File: src/sv/tqprs_pkg.sv
`default_nettype none

package tqprs_pkg;

	// Action codes carried by an input beat
	localparam logic [1:0] ACT_LAND_REQ    = 2'd0;
	localparam logic [1:0] ACT_TAKEOFF_REQ = 2'd1;
	localparam logic [1:0] ACT_TICK        = 2'd2;

	// Status codes carried by a result beat
	localparam logic [2:0] ST_ACCEPTED = 3'd0;
	localparam logic [2:0] ST_REFUSED  = 3'd1;
	localparam logic [2:0] ST_LANDED   = 3'd2;
	localparam logic [2:0] ST_TOOKOFF  = 3'd3;
	localparam logic [2:0] ST_IDLE     = 3'd4;
	localparam logic [2:0] ST_DROPPED  = 3'd5;

	// Queue slot layouts
	typedef struct packed {
		logic [31:0] arrival;
		logic [15:0] flight;
		logic [7:0]  fuel;
	} landing_entry_t;

	typedef struct packed {
		logic [31:0] arrival;
		logic [15:0] flight;
	} takeoff_entry_t;

endpackage

`default_nettype wire

File: src/sv/tqprs_ram.sv
`default_nettype none

module tqprs_ram #(
	parameter int WIDTH = 8,
	parameter int DEPTH = 16,
	localparam int AW = $clog2(DEPTH)
) (
	input  wire logic             clk,
	input  wire logic             we,
	input  wire logic [AW-1:0]    waddr,
	input  wire logic [WIDTH-1:0] wdata,
	input  wire logic [AW-1:0]    raddr,
	output logic      [WIDTH-1:0] rdata
);

	logic [WIDTH-1:0] mem_q [DEPTH];
	logic [WIDTH-1:0] rdata_q;

	// Write one word, read one word with registered data (old data on collision)
	always_ff @(posedge clk) begin
		if (we) begin
			mem_q[waddr] <= wdata;
		end
		rdata_q <= mem_q[raddr];
	end

	assign rdata = rdata_q;

endmodule

`default_nettype wire

File: src/sv/two_queue_priority_runway_scheduler.sv
`default_nettype none
// An accepted input beat passes the input register, then the result register, and waits
//   in the input register while a stalled result beat holds the result register.
// Throughput: one item per cycle while the result is not stalled; the queue head is prefetched from each queue RAM.
// Reset (arst_n low): both queues empty, all statistics zero, occupancy limit 16,
//   no beat pending. Queue RAM contents are not cleared and need no clearing pass.

module two_queue_priority_runway_scheduler #(
	parameter int QUEUE_DEPTH = 16
) (
	input  wire logic        clk,
	input  wire logic        arst_n,
	input  wire logic        occupancy_limit_we,
	input  wire logic [4:0]  occupancy_limit_wdata,
	input  wire logic        in_valid,
	output logic             in_stall,
	input  wire logic [1:0]  action,
	input  wire logic [31:0] now,
	input  wire logic [15:0] flight_id,
	input  wire logic [7:0]  fuel_left,
	output logic             out_valid,
	input  wire logic        out_stall,
	output logic [2:0]       status,
	output logic [15:0]      served_flight,
	output logic [31:0]      wait_time,
	output logic [4:0]       landing_occupancy,
	output logic [4:0]       takeoff_occupancy,
	output logic [31:0]      landings_total,
	output logic [31:0]      takeoffs_total,
	output logic [31:0]      landing_refused_total,
	output logic [31:0]      takeoff_refused_total,
	output logic [31:0]      dropped_total,
	output logic [31:0]      landing_wait_sum,
	output logic [31:0]      takeoff_wait_sum
);

	localparam int AW = $clog2(QUEUE_DEPTH);
	localparam int CW = $clog2(QUEUE_DEPTH + 1);
	localparam int LW = (CW > 5) ? CW : 5;
	localparam int LWID = $bits(tqprs_pkg::landing_entry_t);
	localparam int TWID = $bits(tqprs_pkg::takeoff_entry_t);
	localparam logic [CW-1:0] DEPTH_C = CW'(QUEUE_DEPTH);
	localparam logic [AW:0]   DEPTH_S = (AW + 1)'(QUEUE_DEPTH);
	localparam logic [AW-1:0] LAST_IDX = AW'(QUEUE_DEPTH - 1);

	// Input register
	logic        valid_s1;
	logic [1:0]  action_s1;
	logic [31:0] now_s1;
	logic [15:0] flight_s1;
	logic [7:0]  fuel_s1;

	// Queue and configuration state
	logic [4:0]    limit_q;
	logic [AW-1:0] l_head_q, t_head_q;
	logic [CW-1:0] l_count_q, t_count_q;
	logic          l_byp_q, t_byp_q;
	tqprs_pkg::landing_entry_t l_byp_data_q;
	tqprs_pkg::takeoff_entry_t t_byp_data_q;

	// Statistics
	logic [31:0] landings_q, takeoffs_q, l_refused_q, t_refused_q;
	logic [31:0] dropped_q, l_wait_q, t_wait_q;

	// Result register
	logic        out_valid_q;
	logic [2:0]  status_q;
	logic [15:0] served_q;
	logic [31:0] wait_q;

	logic fire, take_in;
	logic is_lreq, is_treq, is_tick;
	logic [LW-1:0] l_cnt_ext, t_cnt_ext, limit_ext;
	logic l_full, t_full;
	logic l_push, t_push, l_refuse, t_refuse, l_pop, t_pop;
	logic [AW:0]   l_tail_sum, t_tail_sum, l_tail_w, t_tail_w;
	logic [AW-1:0] l_tail, t_tail, l_head_nx, t_head_nx, l_raddr, t_raddr;
	logic [LWID-1:0] l_rdata;
	logic [TWID-1:0] t_rdata;
	tqprs_pkg::landing_entry_t l_head_ent, l_wdata;
	tqprs_pkg::takeoff_entry_t t_head_ent, t_wdata;
	logic [31:0] l_wait, t_wait;
	logic        l_drop;
	logic [2:0]  status_nx;
	logic [15:0] served_nx;
	logic [31:0] wait_nx;

	// Handshake: the input stage moves whenever the result register can load
	assign fire     = valid_s1 && (!out_valid_q || !out_stall);
	assign in_stall = valid_s1 && !fire;
	assign take_in  = in_valid && !in_stall;

	always_ff @(posedge clk or negedge arst_n) begin
		if (!arst_n) begin
			valid_s1 <= 1'b0;
		end else if (take_in) begin
			valid_s1 <= 1'b1;
		end else if (fire) begin
			valid_s1 <= 1'b0;
		end
	end

	// Capture input beat
	always_ff @(posedge clk) begin
		if (take_in) begin
			action_s1 <= action;
			now_s1    <= now;
			flight_s1 <= flight_id;
			fuel_s1   <= fuel_left;
		end
	end

	// Decode action and admission
	assign is_lreq = action_s1 == tqprs_pkg::ACT_LAND_REQ;
	assign is_treq = action_s1 == tqprs_pkg::ACT_TAKEOFF_REQ;
	assign is_tick = action_s1 == tqprs_pkg::ACT_TICK;

	assign l_cnt_ext = LW'(l_count_q);
	assign t_cnt_ext = LW'(t_count_q);
	assign limit_ext = LW'(limit_q);
	assign l_full    = (l_cnt_ext >= limit_ext) || (l_count_q == DEPTH_C);
	assign t_full    = (t_cnt_ext >= limit_ext) || (t_count_q == DEPTH_C);

	assign l_push   = fire && is_lreq && !l_full;
	assign l_refuse = fire && is_lreq && l_full;
	assign t_push   = fire && is_treq && !t_full;
	assign t_refuse = fire && is_treq && t_full;
	assign l_pop    = fire && is_tick && (l_count_q != '0);
	assign t_pop    = fire && is_tick && (l_count_q == '0) && (t_count_q != '0);

	// Tail slot: head plus count, wrapped once at the depth
	assign l_tail_sum = (AW + 1)'(l_head_q) + (AW + 1)'(l_count_q);
	assign t_tail_sum = (AW + 1)'(t_head_q) + (AW + 1)'(t_count_q);
	assign l_tail_w   = (l_tail_sum >= DEPTH_S) ? l_tail_sum - DEPTH_S : l_tail_sum;
	assign t_tail_w   = (t_tail_sum >= DEPTH_S) ? t_tail_sum - DEPTH_S : t_tail_sum;
	assign l_tail     = l_tail_w[AW-1:0];
	assign t_tail     = t_tail_w[AW-1:0];

	// Advance head with wrap
	assign l_head_nx = (l_head_q == LAST_IDX) ? '0 : l_head_q + 1'b1;
	assign t_head_nx = (t_head_q == LAST_IDX) ? '0 : t_head_q + 1'b1;

	// Prefetch the head slot that holds after this cycle
	assign l_raddr = l_pop ? l_head_nx : l_head_q;
	assign t_raddr = t_pop ? t_head_nx : t_head_q;

	assign l_wdata = '{arrival: now_s1, flight: flight_s1, fuel: fuel_s1};
	assign t_wdata = '{arrival: now_s1, flight: flight_s1};

	tqprs_ram #(
		.WIDTH(LWID),
		.DEPTH(QUEUE_DEPTH)
	) u_landing_ram (
		.clk  (clk),
		.we   (l_push),
		.waddr(l_tail),
		.wdata(l_wdata),
		.raddr(l_raddr),
		.rdata(l_rdata)
	);

	tqprs_ram #(
		.WIDTH(TWID),
		.DEPTH(QUEUE_DEPTH)
	) u_takeoff_ram (
		.clk  (clk),
		.we   (t_push),
		.waddr(t_tail),
		.wdata(t_wdata),
		.raddr(t_raddr),
		.rdata(t_rdata)
	);

	// Bypass a write that lands on the slot being prefetched
	always_ff @(posedge clk or negedge arst_n) begin
		if (!arst_n) begin
			l_byp_q <= 1'b0;
			t_byp_q <= 1'b0;
		end else begin
			l_byp_q <= l_push && (l_tail == l_raddr);
			t_byp_q <= t_push && (t_tail == t_raddr);
		end
	end

	always_ff @(posedge clk) begin
		l_byp_data_q <= l_wdata;
		t_byp_data_q <= t_wdata;
	end

	assign l_head_ent = l_byp_q ? l_byp_data_q : tqprs_pkg::landing_entry_t'(l_rdata);
	assign t_head_ent = t_byp_q ? t_byp_data_q : tqprs_pkg::takeoff_entry_t'(t_rdata);

	assign l_wait = now_s1 - l_head_ent.arrival;
	assign t_wait = now_s1 - t_head_ent.arrival;
	assign l_drop = l_head_ent.fuel == '0;

	// Form the result beat
	always_comb begin
		status_nx = tqprs_pkg::ST_REFUSED;
		served_nx = '0;
		wait_nx   = '0;
		unique case (action_s1)
			tqprs_pkg::ACT_LAND_REQ: begin
				status_nx = l_full ? tqprs_pkg::ST_REFUSED : tqprs_pkg::ST_ACCEPTED;
			end
			tqprs_pkg::ACT_TAKEOFF_REQ: begin
				status_nx = t_full ? tqprs_pkg::ST_REFUSED : tqprs_pkg::ST_ACCEPTED;
			end
			tqprs_pkg::ACT_TICK: begin
				if (l_count_q != '0) begin
					status_nx = l_drop ? tqprs_pkg::ST_DROPPED : tqprs_pkg::ST_LANDED;
					served_nx = l_head_ent.flight;
					wait_nx   = l_wait;
				end else if (t_count_q != '0) begin
					status_nx = tqprs_pkg::ST_TOOKOFF;
					served_nx = t_head_ent.flight;
					wait_nx   = t_wait;
				end else begin
					status_nx = tqprs_pkg::ST_IDLE;
				end
			end
			default: begin
				status_nx = tqprs_pkg::ST_REFUSED;
			end
		endcase
	end

	// Update queue pointers and the limit register
	always_ff @(posedge clk or negedge arst_n) begin
		if (!arst_n) begin
			limit_q   <= 5'd16;
			l_head_q  <= '0;
			t_head_q  <= '0;
			l_count_q <= '0;
			t_count_q <= '0;
		end else begin
			if (occupancy_limit_we) begin
				limit_q <= occupancy_limit_wdata;
			end
			if (l_push) begin
				l_count_q <= l_count_q + 1'b1;
			end else if (l_pop) begin
				l_count_q <= l_count_q - 1'b1;
				l_head_q  <= l_head_nx;
			end
			if (t_push) begin
				t_count_q <= t_count_q + 1'b1;
			end else if (t_pop) begin
				t_count_q <= t_count_q - 1'b1;
				t_head_q  <= t_head_nx;
			end
		end
	end

	// Accumulate statistics
	always_ff @(posedge clk or negedge arst_n) begin
		if (!arst_n) begin
			landings_q  <= '0;
			takeoffs_q  <= '0;
			l_refused_q <= '0;
			t_refused_q <= '0;
			dropped_q   <= '0;
			l_wait_q    <= '0;
			t_wait_q    <= '0;
		end else begin
			if (l_refuse) begin
				l_refused_q <= l_refused_q + 1'b1;
			end
			if (t_refuse) begin
				t_refused_q <= t_refused_q + 1'b1;
			end
			if (l_pop) begin
				landings_q <= landings_q + 1'b1;
				l_wait_q   <= l_wait_q + l_wait;
				if (l_drop) begin
					dropped_q <= dropped_q + 1'b1;
				end
			end
			if (t_pop) begin
				takeoffs_q <= takeoffs_q + 1'b1;
				t_wait_q   <= t_wait_q + t_wait;
			end
		end
	end

	// Result register: load on fire, drop once taken
	always_ff @(posedge clk or negedge arst_n) begin
		if (!arst_n) begin
			out_valid_q <= 1'b0;
		end else if (fire) begin
			out_valid_q <= 1'b1;
		end else if (!out_stall) begin
			out_valid_q <= 1'b0;
		end
	end

	always_ff @(posedge clk) begin
		if (fire) begin
			status_q <= status_nx;
			served_q <= served_nx;
			wait_q   <= wait_nx;
		end
	end

	// State changes only when a result loads, so it is the result itself
	assign out_valid             = out_valid_q;
	assign status                = status_q;
	assign served_flight         = served_q;
	assign wait_time             = wait_q;
	assign landing_occupancy     = l_cnt_ext[4:0];
	assign takeoff_occupancy     = t_cnt_ext[4:0];
	assign landings_total        = landings_q;
	assign takeoffs_total        = takeoffs_q;
	assign landing_refused_total = l_refused_q;
	assign takeoff_refused_total = t_refused_q;
	assign dropped_total         = dropped_q;
	assign landing_wait_sum      = l_wait_q;
	assign takeoff_wait_sum      = t_wait_q;

	// Checks
	a_count_bound: assert property (@(posedge clk) disable iff (!arst_n)
		(l_count_q <= DEPTH_C) && (t_count_q <= DEPTH_C))
		else $error("queue count above depth");

	a_land_pop: assert property (@(posedge clk) disable iff (!arst_n)
		l_pop |=> (l_count_q == $past(l_count_q) - 1'b1) && $stable(t_count_q))
		else $error("landing pop did not shrink only the landing queue");

	a_refuse_hold: assert property (@(posedge clk) disable iff (!arst_n)
		l_refuse |=> $stable(l_count_q) && (l_refused_q == $past(l_refused_q) + 1'b1))
		else $error("refused landing changed the queue or missed the count");

	a_drop_count: assert property (@(posedge clk) disable iff (!arst_n)
		(l_pop && l_drop) |=> (dropped_q == $past(dropped_q) + 1'b1)
			&& (status_q == tqprs_pkg::ST_DROPPED))
		else $error("dropped landing not reported or counted");

	a_push_excl: assert property (@(posedge clk) disable iff (!arst_n)
		!((l_push || t_push) && (l_pop || t_pop)) && !(l_pop && t_pop))
		else $error("queue push and pop in one cycle");

endmodule

`default_nettype wire

File: config.mk
export PLATFORM = sky130hd
export DESIGN_NAME = two_queue_priority_runway_scheduler
export DESIGN_NICKNAME = d
export VERILOG_FILES = /design/src/sv/tqprs_pkg.sv /design/src/sv/tqprs_ram.sv /design/src/sv/two_queue_priority_runway_scheduler.sv
export SDC_FILE = /design/constraint.sdc
export NUM_CORES = 2
export LEC_CHECK = 0
export BUFFER_PORTS_ARGS = -buffer_cell sky130_fd_sc_hd__buf_4
export CORE_UTILIZATION = 56
export CTS_BUF_LIST = sky130_fd_sc_hd__clkbuf_16
export CTS_CLUSTER_SIZE = 16
export DETAILED_ROUTE_END_ITERATION = 8
export PLACE_DENSITY = 0.77
export RECOVER_POWER = 100
export SETUP_SLACK_MARGIN = 0.5
export SYNTH_ARGS = -nofsm -noshare
export SYNTH_HDL_FRONTEND = slang
export SYNTH_SLANG_ARGS = --single-unit
export TNS_END_PERCENT = 50
File: constraint.sdc
create_clock -name clk -period 6 [get_ports clk]
set_input_delay 1.2 -clock clk [delete_from_list [all_inputs] [get_ports clk]]
set_output_delay 1.2 -clock clk [all_outputs]
set_load 0.05 [all_outputs]
==> summary.md <==
| Metric | Value |
|---|---|
| Total routed wirelength | `234,000 um` |
| GRT overflow | `0` |
| Final Max Slew Viols | `1,730` |
| Critical Path Start Type | `register` |
| Sink Count | `2,184` |
| Mapped Area | `88,100 um^2` |
| Synth Flop Type | `edfxtp_1` |
| # hold bufs at CTS | `0` |
| Root Buffer | `clkbuf_16` |
| Max_cap viols | `48` |
| Clock Path Buffers | `3` |
| Multi-input logic area | `24,600 um^2` |
| Initial antenna violation count | `11` |
| Setup TNS | `0 ns` |
| Setup-failing EPs final | `0` |
| Fraction of registers with async set or reset after synthesis | `11.5%` |
| H-tree lvl count | `4` |
| Post-synth EDFFs | `1,773` |
| Maximum clock frequency | `0.175 GHz` |
| Worst setup margin | `0.290 ns` |
| Syn nets | `5,167` |
| First-pass GRT wire length | `337,000 um` |
| Crit Path Max Fanout | `43` |
| Failing checks | `capacitance limit, slew limit` |
| Fin. Hold Viols | `0` |
| Critical Path RT | `6.43 ns` |
| Die Span X | `399 um` |
| Ys Warns | `0` |
| Fin crit period | `5.71 ns` |
| Total design power | `47,300 uW` |
| DP Wirelength | `139,000 um` |
| Worst Hold Class | `input pin to async pin` |
| VDD IR max | `0.352 mV` |
| FF-to-FF path depth | `13` |
| Clock transition at path regs | `0.06 ns` |
| Number of synthesized register bits | `2,184` |
| # rows | `145` |
| Crit share post-route | `95.2%` |
| Final nets | `5,707` |
| GR Util met1 | `38.9%` |
| Die area | `159,000 um^2` |
| CP Data Arrival Time | `6.14 ns` |
| DRT iter0 DRCs | `5,783` |
| Buffers on Ports | `354` |
| Routability congestion estimate | `0.936` |
| Worst-Skew Late Latency | `0.87 ns` |
| Antenna Nets Post-Route | `0` |
| Worst Setup End Kind | `register` |
| Largest net degree at the start of global routing | `114` |
| Critical path class | `register to register` |
| GRT Total Usage | `29.5%` |
| Layout cell share with drive strength beyond 1 | `18.1%` |
| GRT met2 Usage | `48.7%` |
| Outcome | `complete, but fails checks` |
| Sequential fraction of the synthesis area | `71.2%` |
| Power Density | `473 nW/um^2` |
| TritonRoute pass-1 iters | `5` |
| Distinct cell type count after synthesis | `80` |
| LEAKAGE | `0.0343 uW` |
| Die Y | `399 um` |
| Grt peak-use layer | `met2` |
| Num CTS Buffers | `210` |
| Starting Density | `56.4%` |
| Pre-CTS WS | `0.201 ns` |
| IO Pins | `355` |
| Routing usage on met3 | `6.05%` |
| Synth Area per Inst | `17.9 um^2` |
| R2R Setup Slk | `0.29 ns` |
| Final setup skew | `0.0618 ns` |
| Unrepaired setup endpoints after global routing | `yes` |
| Core Box Area | `156,000 um^2` |
| Avg WL per Cell | `30.3 um` |
| Least-Margin Pin Slew | `4.06 ns` |
| Vias in the first global route | `49,723` |
| Synth Instances | `4,931` |
| Relative slew slack | `-171%` |
| Reg area | `62,700 um^2` |
| DRC | `0` |
| Fillers | `10,634` |
| CTS tree | `yes` |
| Layout area overhead | `13.6%` |
| Vias | `49,383` |
| Vias/cell | `6.40` |
worst max-delay path: stages (launching register included):
cell      delay, ns
dfrtp_1        0.69
inv_1          0.15
ha_1           0.31
nand2b_1       0.14
a21o_1         0.17
a21o_1         0.17
a21o_1         0.17
a211o_1        0.42
inv_1          0.11
nand3_1        0.46
inv_1          0.24
nand3b_1       0.23
nor2_1         0.58
buf_2          1.40
state kept, by name, summed over array words and instances, names as in the netlist, 48 cells and up:
name,count
t_byp_data_q,48
u_landing_ram.mem_q,896
u_landing_ram.rdata,56
u_takeoff_ram.mem_q,768
u_takeoff_ram.rdata,48
repair_timing:
| item | in CTS | in global routing |
|---|---|---|
| setup endpoints to repair | 4 | 16 |
| setup buffers | 9 | 10 |
| gates resized for setup | 14 | 31 |
| pin swaps | 11 | 30 |
metal layers:
metal | up-vias | wire length (um)
met5 | - | 52
met4 | 8 | 9410
met3 | 518 | 22000
met2 | 2845 | 114000
met1 | 25454 | 88400
li1 | 20558 | -
cell usage in the layout (no fill, tap or decap), types with 111 or more instances in the layout:
cell	instances
clkbuf_16	210
mux4_2	464
o21ai_0	111
dfxtp_1	160
xnor2_1	193
a21oi_1	118
dfrtp_1	249
ha_1	158
nor2_1	173
edfxtp_1	1773
clkbuf_1	357
nand2_1	330
final timing paths:
kind                                             startpoint                                    end
max reg2reg                takeoff_occupancy[0]$_DFFE_PN0P_  u_takeoff_ram.mem_q[10][16]$_DFFE_PP_
min reg2reg                             now_s1[0]$_DFFE_PP_               t_byp_data_q[16]$_DFF_P_
max in group asynchronous                            arst_n       takeoff_occupancy[1]$_DFFE_PN0P_
min in group clk                        now_s1[0]$_DFFE_PP_               t_byp_data_q[16]$_DFF_P_
max                        takeoff_occupancy[0]$_DFFE_PN0P_  u_takeoff_ram.mem_q[10][16]$_DFFE_PP_
min                                                  arst_n          dropped_total[12]$_DFFE_PN0P_
where the power goes:
| group | internal (uW) | switching, uW | total, uW |
|---|---|---|---|
| Combinational | 6080 | 9180 | 15300 |
| Sequential | 17500 | 910 | 18400 |
| Clock | 7810 | 5860 | 13700 |
| Total | 31400 | 15900 | 47300 |
Yosys cell counts (all sizes together) (27+ instances only):
| cell | number | area share (%) |
|---|---|---|
| a211oi | 68 | 0.58 |
| a21o | 78 | 0.66 |
| a21oi | 120 | 0.69 |
| a22oi | 27 | 0.23 |
| a31oi | 73 | 0.52 |
| and2 | 66 | 0.47 |
| and3 | 49 | 0.35 |
| buf | 76 | 0.53 |
| clkbuf | 118 | 0.50 |
| dfrtp | 250 | 7.1 |
| dfxtp | 160 | 3.6 |
| edfxtp | 1773 | 60 |
| ha | 160 | 2.3 |
| inv | 54 | 0.23 |
| mux2i | 96 | 1.1 |
| mux4 | 464 | 12 |
| nand2 | 332 | 1.4 |
| nand3 | 78 | 0.45 |
| nand4 | 39 | 0.28 |
| nor2 | 187 | 0.82 |
| o21ai | 129 | 0.74 |
| xnor2 | 195 | 1.9 |
| xor2 | 97 | 0.96 |
through the flow:
stage | cell area (um^2) | util, % | std cells | hold WS, ns
after detailed placement | 94500 | 60.5 | 7298 | 0.391
after global routing | 100000 | 64.0 | 7719 | 0.416
after floorplan | 88100 | - | 4931 | 0.457
after CTS | 102000 | 65.2 | 7708 | 0.388
after global placement | 94500 | 60.5 | 7298 | 0.381
final | 100000 | 64.0 | 7719 | 0.347
kinds of logic after synthesis:
family          Yosys count  synth area share, %
flops                  2184                 71.2
compound gates          603                 4.46
mux                     571                 13.1
simple gates            865                 4.60
buf+inv                 248                 1.26
xor+xnor                292                 2.90
fa+ha+maj               168                 2.45
area by class of cell:
| class | instances | area share [%] |
|---|---|---|
| clock buffer | 210 | 5.25 |
| clock inverter | 191 | 1.96 |
| tap | 2058 | 2.57 |
| antenna | 1 | 0.00250 |
| multi-input combinational | 2499 | 24.6 |
| sequential | 2184 | 62.7 |
| timing repair buffer | 522 | 2.73 |
| inverter | 54 | 0.205 |
No activity file was read; power rests on OpenSTA's default activity.
